File: config.mk
export PLATFORM = sky130hd
export DESIGN_NAME = rpcc_arith
export DESIGN_NICKNAME = d
export VERILOG_FILES = /design/src/design/rpcc_pkg.sv /design/src/design/rpcc_arith.sv
export SDC_FILE = /design/constraint.sdc
export NUM_CORES = 2
export LEC_CHECK = 0
export ABC_AREA = 1
export CORE_ASPECT_RATIO = 0.9
export CORE_MARGIN = 2
export CORE_UTILIZATION = 61
export CTS_BUF_LIST = sky130_fd_sc_hd__clkbuf_8 sky130_fd_sc_hd__clkbuf_16
export DETAILED_ROUTE_END_ITERATION = 7
export DONT_BUFFER_PORTS = 1
export PLACE_DENSITY = 0.8
export RECOVER_POWER = 50
export SETUP_SLACK_MARGIN = 0.02
export SLEW_MARGIN = 40
export SYNTH_ARGS = -nofsm -noshare
export SYNTH_HDL_FRONTEND = slang
export SYNTH_SLANG_ARGS = --single-unit
File: constraint.sdc
create_clock -name clk -period 9.7 [get_ports clk]
set_input_delay 0.97 -clock clk [delete_from_list [all_inputs] [get_ports clk]]
set_output_delay 0.97 -clock clk [all_outputs]
set_load 0.005 [all_outputs]
File: src/design/rpcc_pkg.sv
package rpcc_pkg;

  // Default term counts of the erf series and continued fraction
  localparam int SERIES_TERMS_DEF   = 32;
  localparam int FRACTION_TERMS_DEF = 32;
  localparam int EXP_TERMS          = 16;
  localparam int EXP_SQUARINGS      = 6;

  localparam int CFG_IDX_W  = 3;
  localparam int CFG_DATA_W = 32;

  // Q31.32 constants
  localparam logic [63:0] Q_ONE       = 64'h0000_0001_0000_0000;
  localparam logic [63:0] C_TWO_RTPI  = 64'd4846351620;   // 2/sqrt(pi)
  localparam logic [63:0] C_ONE_RTPI  = 64'd2423175810;   // 1/sqrt(pi)
  localparam logic [63:0] C_INV_RT2   = 64'd3037000499;   // 1/sqrt(2)
  localparam logic [63:0] C_Z_SERIES  = 64'd9448928051;   // 2.2
  localparam logic [63:0] C_Z_SAT     = 64'd25769803776;  // 6.0
  localparam logic [63:0] RATIO_CAP   = 64'd68719476736;  // 16.0
  localparam logic [63:0] CHANGE_CAP  = 64'd1099511627776; // 2^40
  localparam logic [63:0] INT64_MAX   = 64'h7FFF_FFFF_FFFF_FFFF;

  typedef enum logic [2:0] {
    MODE_NONE, MODE_RAMP, MODE_CND, MODE_DUTY, MODE_THIRD, MODE_CUTOFF
  } mode_t;

  typedef enum logic [CFG_IDX_W-1:0] {
    REG_MODE, REG_SENS, REG_RAMP_HIGH, REG_RAMP_LOW, REG_RANGE_HIGH,
    REG_RANGE_LOW, REG_BASE
  } reg_idx_t;

  typedef enum logic [4:0] {
    S_IDLE, S_DISP,
    S_R_MUL1, S_R_MUL2, S_R_MUL3, S_R_DIV, S_R_FIN,
    S_C_RATIO, S_C_Z, S_C_ZZ, S_C_SMUL, S_C_SDIVK, S_C_SDIVP, S_C_SFIN,
    S_C_CFDIV, S_C_INV, S_C_U, S_C_EMUL, S_C_EDIV, S_C_ESQ, S_C_T1, S_C_T2,
    S_C_PROB, S_DONE
  } ctl_state_t;

  typedef struct packed {
    logic signed [31:0] measured;
    logic signed [31:0] expected;
    logic signed [31:0] mean_value;
    logic [30:0]        std_dev;
    logic [15:0]        random_fraction;
  } in_t;

  typedef struct packed {
    logic signed [31:0] new_setpoint;
    logic               turn_off;
    logic [30:0]        off_probability;
    logic               mode_error;
  } out_t;

  // Request to the shared multiply / divide unit
  typedef struct packed {
    logic        go_mul;
    logic        go_div;
    logic        div_short;
    logic [63:0] num_hi;
    logic [63:0] opa;
    logic [63:0] opb;
  } arith_req_t;

  typedef struct packed {
    logic         done;
    logic [127:0] prod;
    logic [63:0]  quo;
  } arith_rsp_t;

endpackage

File: src/design/rpcc_arith.sv
module rpcc_arith import rpcc_pkg::*; (
  input  logic       clk,
  input  logic       rst_n,
  input  arith_req_t req,
  output arith_rsp_t rsp
);

  logic [63:0]  ma_r, mb_r, p_r;
  logic [2:0]   mcnt_r;
  logic [1:0]   psh_r;
  logic         mbusy_r, pvld_r;
  logic [127:0] acc_r;
  logic [127:0] num_r;
  logic [63:0]  rem_r, quo_r, den_r;
  logic         over_r, bad_r, dbusy_r, done_r;
  logic [7:0]   dcnt_r;

  logic [31:0]  a_half, b_half;
  logic [63:0]  prod_w;
  logic [127:0] acc_add;
  logic [63:0]  rem_sh, rem_new, quo_new;
  logic         ge;

  // Pick one 32x32 partial product per cycle
  assign a_half  = mcnt_r[1] ? ma_r[63:32] : ma_r[31:0];
  assign b_half  = mcnt_r[0] ? mb_r[63:32] : mb_r[31:0];
  assign prod_w  = a_half * b_half;
  assign acc_add = acc_r + ({64'b0, p_r} << {psh_r, 5'b0});

  // One restoring division step
  assign rem_sh  = {rem_r[62:0], num_r[127]};
  assign ge      = rem_sh >= den_r;
  assign rem_new = ge ? rem_sh - den_r : rem_sh;
  assign quo_new = {quo_r[62:0], ge};

  // Sequence both engines
  always_ff @(posedge clk) begin
    if (!rst_n) begin
      mbusy_r <= 1'b0;
      dbusy_r <= 1'b0;
      done_r  <= 1'b0;
      pvld_r  <= 1'b0;
      mcnt_r  <= '0;
      dcnt_r  <= '0;
    end else begin
      done_r <= 1'b0;
      if (req.go_mul) begin
        mbusy_r <= 1'b1;
        mcnt_r  <= '0;
        pvld_r  <= 1'b0;
      end else if (mbusy_r) begin
        if (mcnt_r != 3'd4) begin
          mcnt_r <= mcnt_r + 3'd1;
          pvld_r <= 1'b1;
        end else begin
          mbusy_r <= 1'b0;
          pvld_r  <= 1'b0;
          done_r  <= 1'b1;
        end
      end
      if (req.go_div) begin
        dbusy_r <= 1'b1;
        dcnt_r  <= req.div_short ? 8'd64 : 8'd128;
      end else if (dbusy_r) begin
        dcnt_r <= dcnt_r - 8'd1;
        if (dcnt_r == 8'd1) begin
          dbusy_r <= 1'b0;
          done_r  <= 1'b1;
        end
      end
    end
  end

  // Operand and accumulator datapath
  always_ff @(posedge clk) begin
    if (req.go_mul) begin
      ma_r  <= req.opa;
      mb_r  <= req.opb;
      acc_r <= '0;
    end else if (mbusy_r) begin
      p_r   <= prod_w;
      psh_r <= {1'b0, mcnt_r[1]} + {1'b0, mcnt_r[0]};
      if (pvld_r) begin
        acc_r <= acc_add;
      end
    end
    if (req.go_div) begin
      num_r  <= req.div_short ? {req.opa, 64'b0} : {req.num_hi, req.opa};
      rem_r  <= '0;
      quo_r  <= '0;
      over_r <= 1'b0;
      den_r  <= req.opb;
      bad_r  <= (req.opb == '0) || req.opb[63];
    end else if (dbusy_r) begin
      num_r <= {num_r[126:0], 1'b0};
      rem_r <= rem_new;
      quo_r <= quo_new;
      if (quo_r[63]) begin
        over_r <= 1'b1;
      end
    end
  end

  assign rsp.done = done_r;
  assign rsp.prod = acc_r;
  assign rsp.quo  = bad_r ? '0 : (over_r ? '1 : quo_r);

endmodule

After elaboration in Yosys (flattened, before gate mapping):

Index checks and enable logic that the tools add are counted.

* bits in registers: 658
* input port bits: 197
* output and inout port bits: 193
* logic and storage cells: 60

* $add $sub $neg: 5
* $mul: 1
* magnitude comparators: 1
* equality and inequality tests: 2
* shift-type cells: 1
* multiplexer cells: 23
* bitwise operators: 2
* reduce and logical (&&, ||, !) cells: 8

Operators with widths (number)
* $mux W128: 3
* $add A128 B128 Y128: 1
* $mux W64: 2
* $shl A64 B7 Y128: 1
* $ge A64 B64 Y1: 1
* $logic_not A64 Y1: 1
* $mul A32 B32 Y64: 1
* $mux W32: 2
* $mux W63: 1
* $sub A63 B63 Y63: 1
* $mux W8: 3
* $mux W1: 12
* $eq A8 B1 Y1 const B: 1
* $reduce_and A2 Y1: 4
* $sub A8 B1 Y8 const B: 1
* $add A3 B1 Y3 const B: 1
* $ne A3 B3 Y1 const B: 1
* $add A1 B1 Y2: 1
* $not A1 Y1: 2
* $reduce_bool A2 Y1: 1
* $reduce_or A2 Y1: 1
* $logic_or A1 B1 Y1: 1

Logic depth before layout (Yosys ltp):

* depth after elaboration: 7
* mapped depth: 37
* depth with buffers taken out: 34

Least setup slack after synthesis:

Ideal clock, no wire load.

* path type: reg-to-reg
* start point: register mcnt_r[0]
* end point: register p_r[45], data pin
* library setup time: 0.252 ns
* data arrival time: 7.243 ns
* data required time: 9.448 ns
* slack: 2.205 ns
* stages on the path, launching flop included: 34
* buffers on the path: 3
* period minus slack after synthesis: 7.495 ns
* path through: dfxtp_1 -> buf_2 -> inv_1 -> clkbuf_1 -> or2_2 -> o21ai_1 -> clkbuf_1 -> nor2_1 -> fa_1 -> fa_1 -> fa_1 -> inv_1 -> fa_1 -> inv_1 -> fa_1 -> inv_1 -> fa_1 -> inv_1 -> fa_1 -> inv_1 -> fa_1 -> inv_1 -> ha_1 -> nand2_1 -> nor2_1 -> inv_1 -> nor3_1 -> nand2_1 -> nand3_1 -> inv_1 -> o21bai_2 -> nand3_1 -> nand3_1 -> nand2_1

* word-level cells in the longest chain between the ends: 2

RTL lines
* from (decl): RTL line rpcc_arith.sv:9 `logic [2:0] mcnt_r;`
* from (signal assigned): RTL line rpcc_arith.sv:53 `mcnt_r <= mcnt_r + 3'd1;`
* $mux W32: RTL line rpcc_arith.sv:26 `assign b_half = mcnt_r[0] ? mb_r[63:32] : mb_r[31:0];`
* $mul A32 B32 Y64: RTL line rpcc_arith.sv:27 `assign prod_w = a_half * b_half;`
* net prod_w[45]: RTL line rpcc_arith.sv:19 `logic [63:0] prod_w;`
* to (signal assigned): RTL line rpcc_arith.sv:81 `p_r <= prod_w;`
* to (decl): RTL line rpcc_arith.sv:8 `logic [63:0] ma_r, mb_r, p_r;`

The timed path passes the listed nets, and every way through them passes these cells.
A chain may end at the register's enable or synchronous reset.

Final worst setup path:

* start point: register mcnt_r[0]
* end point: register p_r[47], data pin

Same word-level chain as after synthesis.

==> impl_metrics.sql <==
INSERT INTO impl_metrics (metric_group, metric, value, unit) VALUES
('floorplanning', 'fp.dieW', '382', 'microns'),
('grt', 'first_pass_grt_wire_length', '460', 'mm'),
('placement', 'dp_hpwl', '255', 'mm'),
('sta', 'post-route-min-period', '8.93', 'ns'),
('route', 'drt_first_pass_iters', '8', ''),
('placement', 'io_buffers', '0', ''),
('logic_synthesis', 'yosys.area.top_type', 'sky130_fd_sc_hd__fa_1', ''),
('clock_network', 'cts_post_setup_buffers_inserted', '0', ''),
('grt', 'first_global_vias', '72900', ''),
('logic_synthesis', 'synth-async-reset-ratio', '0', '%'),
('logic_synthesis', 'synthesis.area_per_instance', '7.08', 'sq um'),
('setup_path', 'crit_family', 'adder cells', ''),
('setup_path', 'worstSetupEndpointType', 'flip-flop', ''),
('logic_synthesis', 'syn_nets', '12600', ''),
('floorplanning', 'placeableCoreArea', '127000', 'sq um'),
('setup_path', 'critPathKind', 'reg2reg', ''),
('setup_path', 'cp_cell_sequence', 'inv_1 -> or2_2 -> o21ai_2 -> buf_4 -> nor2_1 -> fa_1 -> fa_1 -> inv_1 -> fa_1 -> fa_1 -> inv_1 -> fa_1 -> fa_1 -> fa_1 -> fa_1 -> ha_1 -> nand2_1 -> nor2_1 -> inv_1 -> nor2_1 -> nand2_1 -> o21ai_0 -> a21oi_1 -> xor2_1', ''),
('sta', 'final_hold_violations', '0', ''),
('setup_path', 'cp.required', '10.13', 'ns'),
('clock_network', 'cts-root-to-sink-buffers', '3', ''),
('route', 'routed_wl', '317', 'mm'),
('floorplanning', 'die_h', '344', 'microns'),
('sta', 'maxClockFrequency', '112', 'MHz'),
('min_path', 'timing.hold.worst.class', 'in2reg', ''),
('logic_synthesis', 'number_of_library_cell_types_mapped_by_synthesis', '52', ''),
('clock_network', 'post_cts_resized', '0', ''),
('sta', 'final_min_period_over_clock_period', '92.1', '%'),
('setup_path', 'timing.critical_path.fanout_max', '34', ''),
('route', 'drt-wirelength-per-cell', '24.9', 'microns'),
('sta', 'timing_worst_slew_pin_value', '4.39', 'ns'),
('grt', 'antenna_violations_before_repair', '12', ''),
('floorplanning', 'die_footprint', '132000', 'sq um'),
('clock_network', 'postCtsHoldBufs', '0', ''),
('setup_path', 'critical_path.startpoint_type', 'flip-flop', ''),
('grt', 'largest_net_degree_at_the_start_of_global_routing', '239', ''),
('setup_path', 'critical-path-slowest-cell', 'sky130_fd_sc_hd__ha_1', ''),
('cells_and_area', 'area_growth_syn_to_layout', '5.73', '%'),
('logic_synthesis', 'synth_top_area_share', '22.9', '%'),
('outcome', 'run_status', 'complete, but fails checks', ''),
('cells_and_area', 'final_layout_size_suffix_gt1_share', '3.86', '%'),
('placement', 'routabilityCongestion', '1.11', ''),
('logic_synthesis', 'synth-edff-count', '387', ''),
('cells_and_area', 'nets', '12500', ''),
('logic_synthesis', 'syn_inst', '11100', ''),
('route', 'drc', '119', ''),
('sta', 'final_setup_skew', '0.0719', 'ns'),
('sta', 'grt_setup_unrepaired', 'false', ''),
('clock_network', 'clock_tree_from_tritoncts', 'yes', ''),
('grt', 'globalRoute.totalOverflow', '0', ''),
('sta', 'final-setup-viol-count', '0', ''),
('logic_synthesis', 'synth.yosys.warnings', '0', ''),
('outcome', 'violations', 'DRC, capacitance limit, slew limit', ''),
('logic_synthesis', 'netlist_area', '78500', 'sq um'),
('floorplanning', 'start_util', '61.7', '%'),
('setup_path', 'cp_data_arrival_time', '9.37', 'ns'),
('sta', 'slew_violations', '324', ''),
('setup_path', 'crit_buf_inv', '5', ''),
('grt', 'grt_util_all_layers', '47.8', '%'),
('floorplanning', 'ios', '390', ''),
('logic_synthesis', 'sequential_to_total_area_share_from_yosys_stat', '21.7', '%'),
('clock_network', 'ctsHtreeMaxLevel', '3', ''),
('sta', 'finalSetupTns', '0', 'ns'),
('clock_network', 'cts_root_buf', 'sky130_fd_sc_hd__clkbuf_16', ''),
('route', 'vias_per_cell', '5.85', ''),
('logic_synthesis', 'synth-seq-cells', '658', ''),
('clock_network', 'clock_latency', '0.76', 'ns'),
('setup_path', 'path_common_cell', 'sky130_fd_sc_hd__fa_1', ''),
('clock_network', 'clkSinkCount', '658', ''),
('route', 'antenna_violating_nets_post_route', '0', ''),
('job', 'drv.max_cap_violation_count', '4', ''),
('route', 'vias', '74600', ''),
('clock_network', 'cts-buffers-inserted', '75', ''),
('floorplanning', 'floorplan.rows', '124', ''),
('logic_synthesis', 'synth_top_flop_cell', 'sky130_fd_sc_hd__edfxtp_1', ''),
('clock_network', 'cts.clk_slew.worst_paths', '0.09', 'ns'),
('sta', 'max_slew_margin', '-194', '%'),
('setup_path', 'worst_path_largest_cell_delay', '0.56', 'ns'),
('logic_synthesis', 'synth.top_cells.by_area', 'sky130_fd_sc_hd__fa_1 23%, sky130_fd_sc_hd__edfxtp_1 15%, sky130_fd_sc_hd__nand2_1 14%', ''),
('route', 'detail_route.iter0.violations', '9506', '');
-- layout by cell type, fill, tap and decap left out, drive strengths merged, types with 22 or more instances in the layout --
master and n:
a21oi 316, xor2 101, xnor2 45, nand2 2992, nand4 39, edfxtp 387
nor4 23, ha 458, o221ai 64, nor3 53, nor2 1486, or2 66
o21bai 31, o22ai 65, nand3b 22, o21ai 385, clkinv 34, inv 2660
clkbuf 84, buf 132, dfxtp 271, nand3 334, fa 898
-- Yosys cell counts, types with 2 or more instances --
library cell                number
sky130_fd_sc_hd__nand2_1      2985
sky130_fd_sc_hd__inv_1        2621
sky130_fd_sc_hd__nor2_1       1477
sky130_fd_sc_hd__fa_1          898
sky130_fd_sc_hd__ha_1          458
sky130_fd_sc_hd__edfxtp_1      387
sky130_fd_sc_hd__o21ai_0       339
sky130_fd_sc_hd__nand3_1       322
sky130_fd_sc_hd__a21oi_1       313
sky130_fd_sc_hd__clkbuf_1      271
sky130_fd_sc_hd__dfxtp_1       271
sky130_fd_sc_hd__xor2_1        101
sky130_fd_sc_hd__or2_2          66
sky130_fd_sc_hd__o22ai_1        65
sky130_fd_sc_hd__o221ai_1       64
sky130_fd_sc_hd__nor3_1         52
sky130_fd_sc_hd__xnor2_1        45
sky130_fd_sc_hd__nand4_1        39
sky130_fd_sc_hd__buf_2          34
sky130_fd_sc_hd__o21bai_1       30
sky130_fd_sc_hd__o21ai_1        26
sky130_fd_sc_hd__nor4_1         23
sky130_fd_sc_hd__nand3b_1       22
sky130_fd_sc_hd__o21ai_2        20
sky130_fd_sc_hd__a31oi_1        19
sky130_fd_sc_hd__a21o_1         17
sky130_fd_sc_hd__buf_1          15
sky130_fd_sc_hd__inv_2          15
sky130_fd_sc_hd__o211ai_1       15
sky130_fd_sc_hd__nand3_2        12
sky130_fd_sc_hd__clkinv_1       10
sky130_fd_sc_hd__o21a_1         10
sky130_fd_sc_hd__nor2_2          9
sky130_fd_sc_hd__a21boi_0        7
sky130_fd_sc_hd__buf_4           5
sky130_fd_sc_hd__and3_1          4
sky130_fd_sc_hd__nand2_2         4
sky130_fd_sc_hd__a211oi_1        3
sky130_fd_sc_hd__nand2_4         3
sky130_fd_sc_hd__a21oi_2         2
sky130_fd_sc_hd__buf_12          2
sky130_fd_sc_hd__o2111ai_1       2
-- metal layers --
metal	part of all wire (%)	vias to the layer above	track usage, %
met1	35	34500	58.4
met2	41	5614	70.5
li1	-	32900	-
met4	9.0	20	33.1
met5	0.044	-	0
met3	14	1524	17.6
-- final cells by class --
cell class / count / area [sq um]
clock buffers: 82 / 1970
repair buffers: 134 / 1020
fillers: 11100 / 44300
well taps: 1701 / 2130
multi-input cells: 7460 / 50400
inverters: 2646 / 9940
clock inverters: 57 / 526
diodes: 9 / 22.5
flip-flops and latches: 658 / 17000
-- through the flow --
| step | hold slack, ns | area (sq um) | cells | setup WS, ns | util, % |
|---|---|---|---|---|---|
| floorplan | 0.432 | 78500 | 11100 | 2.20 | - |
| global placement | 0.443 | 80500 | 12600 | 0.926 | 63.2 |
| detailed placement | 0.461 | 80500 | 12600 | 0.985 | 63.2 |
| CTS | 0.280 | 83000 | 12700 | 0.924 | 65.2 |
| global route | 0.292 | 83000 | 12700 | 0.490 | 65.2 |
| finish | 0.301 | 83100 | 12700 | 0.768 | 65.2 |
-- final timing paths --
path         slack, ns  cells past startpoint              startpoint                endpoint
min reg2reg       0.47                      2  rem_r[62]$_SDFFE_PP0P_  rem_r[62]$_SDFFE_PP0P_
min               0.30                      0                 req[82]      ma_r[18]$_DFFE_PP_
max reg2reg       0.77                     24  mcnt_r[0]$_SDFFE_PP0P_       p_r[47]$_DFFE_PP_
max               0.77                     24  mcnt_r[0]$_SDFFE_PP0P_       p_r[47]$_DFFE_PP_
-- registers in the layout, summed over array words and instances (netlist names), 2 cells and up --
| signal | cells |
|---|---|
| den_r | 64 |
| ma_r | 64 |
| acc_r | 128 |
| quo_r | 64 |
| num_r | 128 |
| dcnt_r | 8 |
| rem_r | 63 |
| mb_r | 64 |
| p_r | 64 |
| psh_r | 2 |
| mcnt_r | 3 |
-- cells by family (layout without fill, tap and decap cells) --
family	count (synthesis)	in the layout	synth area share, %
AOI/OAI and AO/OA	937	937	6.82
xor gates and xnor gates	146	146	1.63
adders and majority gates	1356	1356	30.2
buffers and inverters	2975	2919	14.4
DFF	658	658	21.7
other	0	9	0
and+or+nand+nor	5021	5021	25.3
-- worst reg2reg max path, stage by stage, from the launching register on --
cell	delay (ns)
sky130_fd_sc_hd__dfxtp_2	0.50
sky130_fd_sc_hd__inv_1	0.42
sky130_fd_sc_hd__or2_2	0.43
sky130_fd_sc_hd__o21ai_2	0.28
sky130_fd_sc_hd__buf_4	0.47
sky130_fd_sc_hd__nor2_1	0.12
sky130_fd_sc_hd__fa_1	0.50
sky130_fd_sc_hd__fa_1	0.52
sky130_fd_sc_hd__inv_1	0.05
sky130_fd_sc_hd__fa_1	0.47
sky130_fd_sc_hd__fa_1	0.52
sky130_fd_sc_hd__inv_1	0.05
sky130_fd_sc_hd__fa_1	0.55
sky130_fd_sc_hd__fa_1	0.44
sky130_fd_sc_hd__fa_1	0.52
sky130_fd_sc_hd__fa_1	0.45
sky130_fd_sc_hd__ha_1	0.57
sky130_fd_sc_hd__nand2_1	0.22
sky130_fd_sc_hd__nor2_1	0.17
sky130_fd_sc_hd__inv_1	0.11
sky130_fd_sc_hd__nor2_1	0.26
sky130_fd_sc_hd__nand2_1	0.08
sky130_fd_sc_hd__o21ai_0	0.56
sky130_fd_sc_hd__a21oi_1	0.17
sky130_fd_sc_hd__xor2_1	0.20
Power is not shown: default switching activity piles up to over one toggle a cycle in this logic, so the estimate is an artifact.
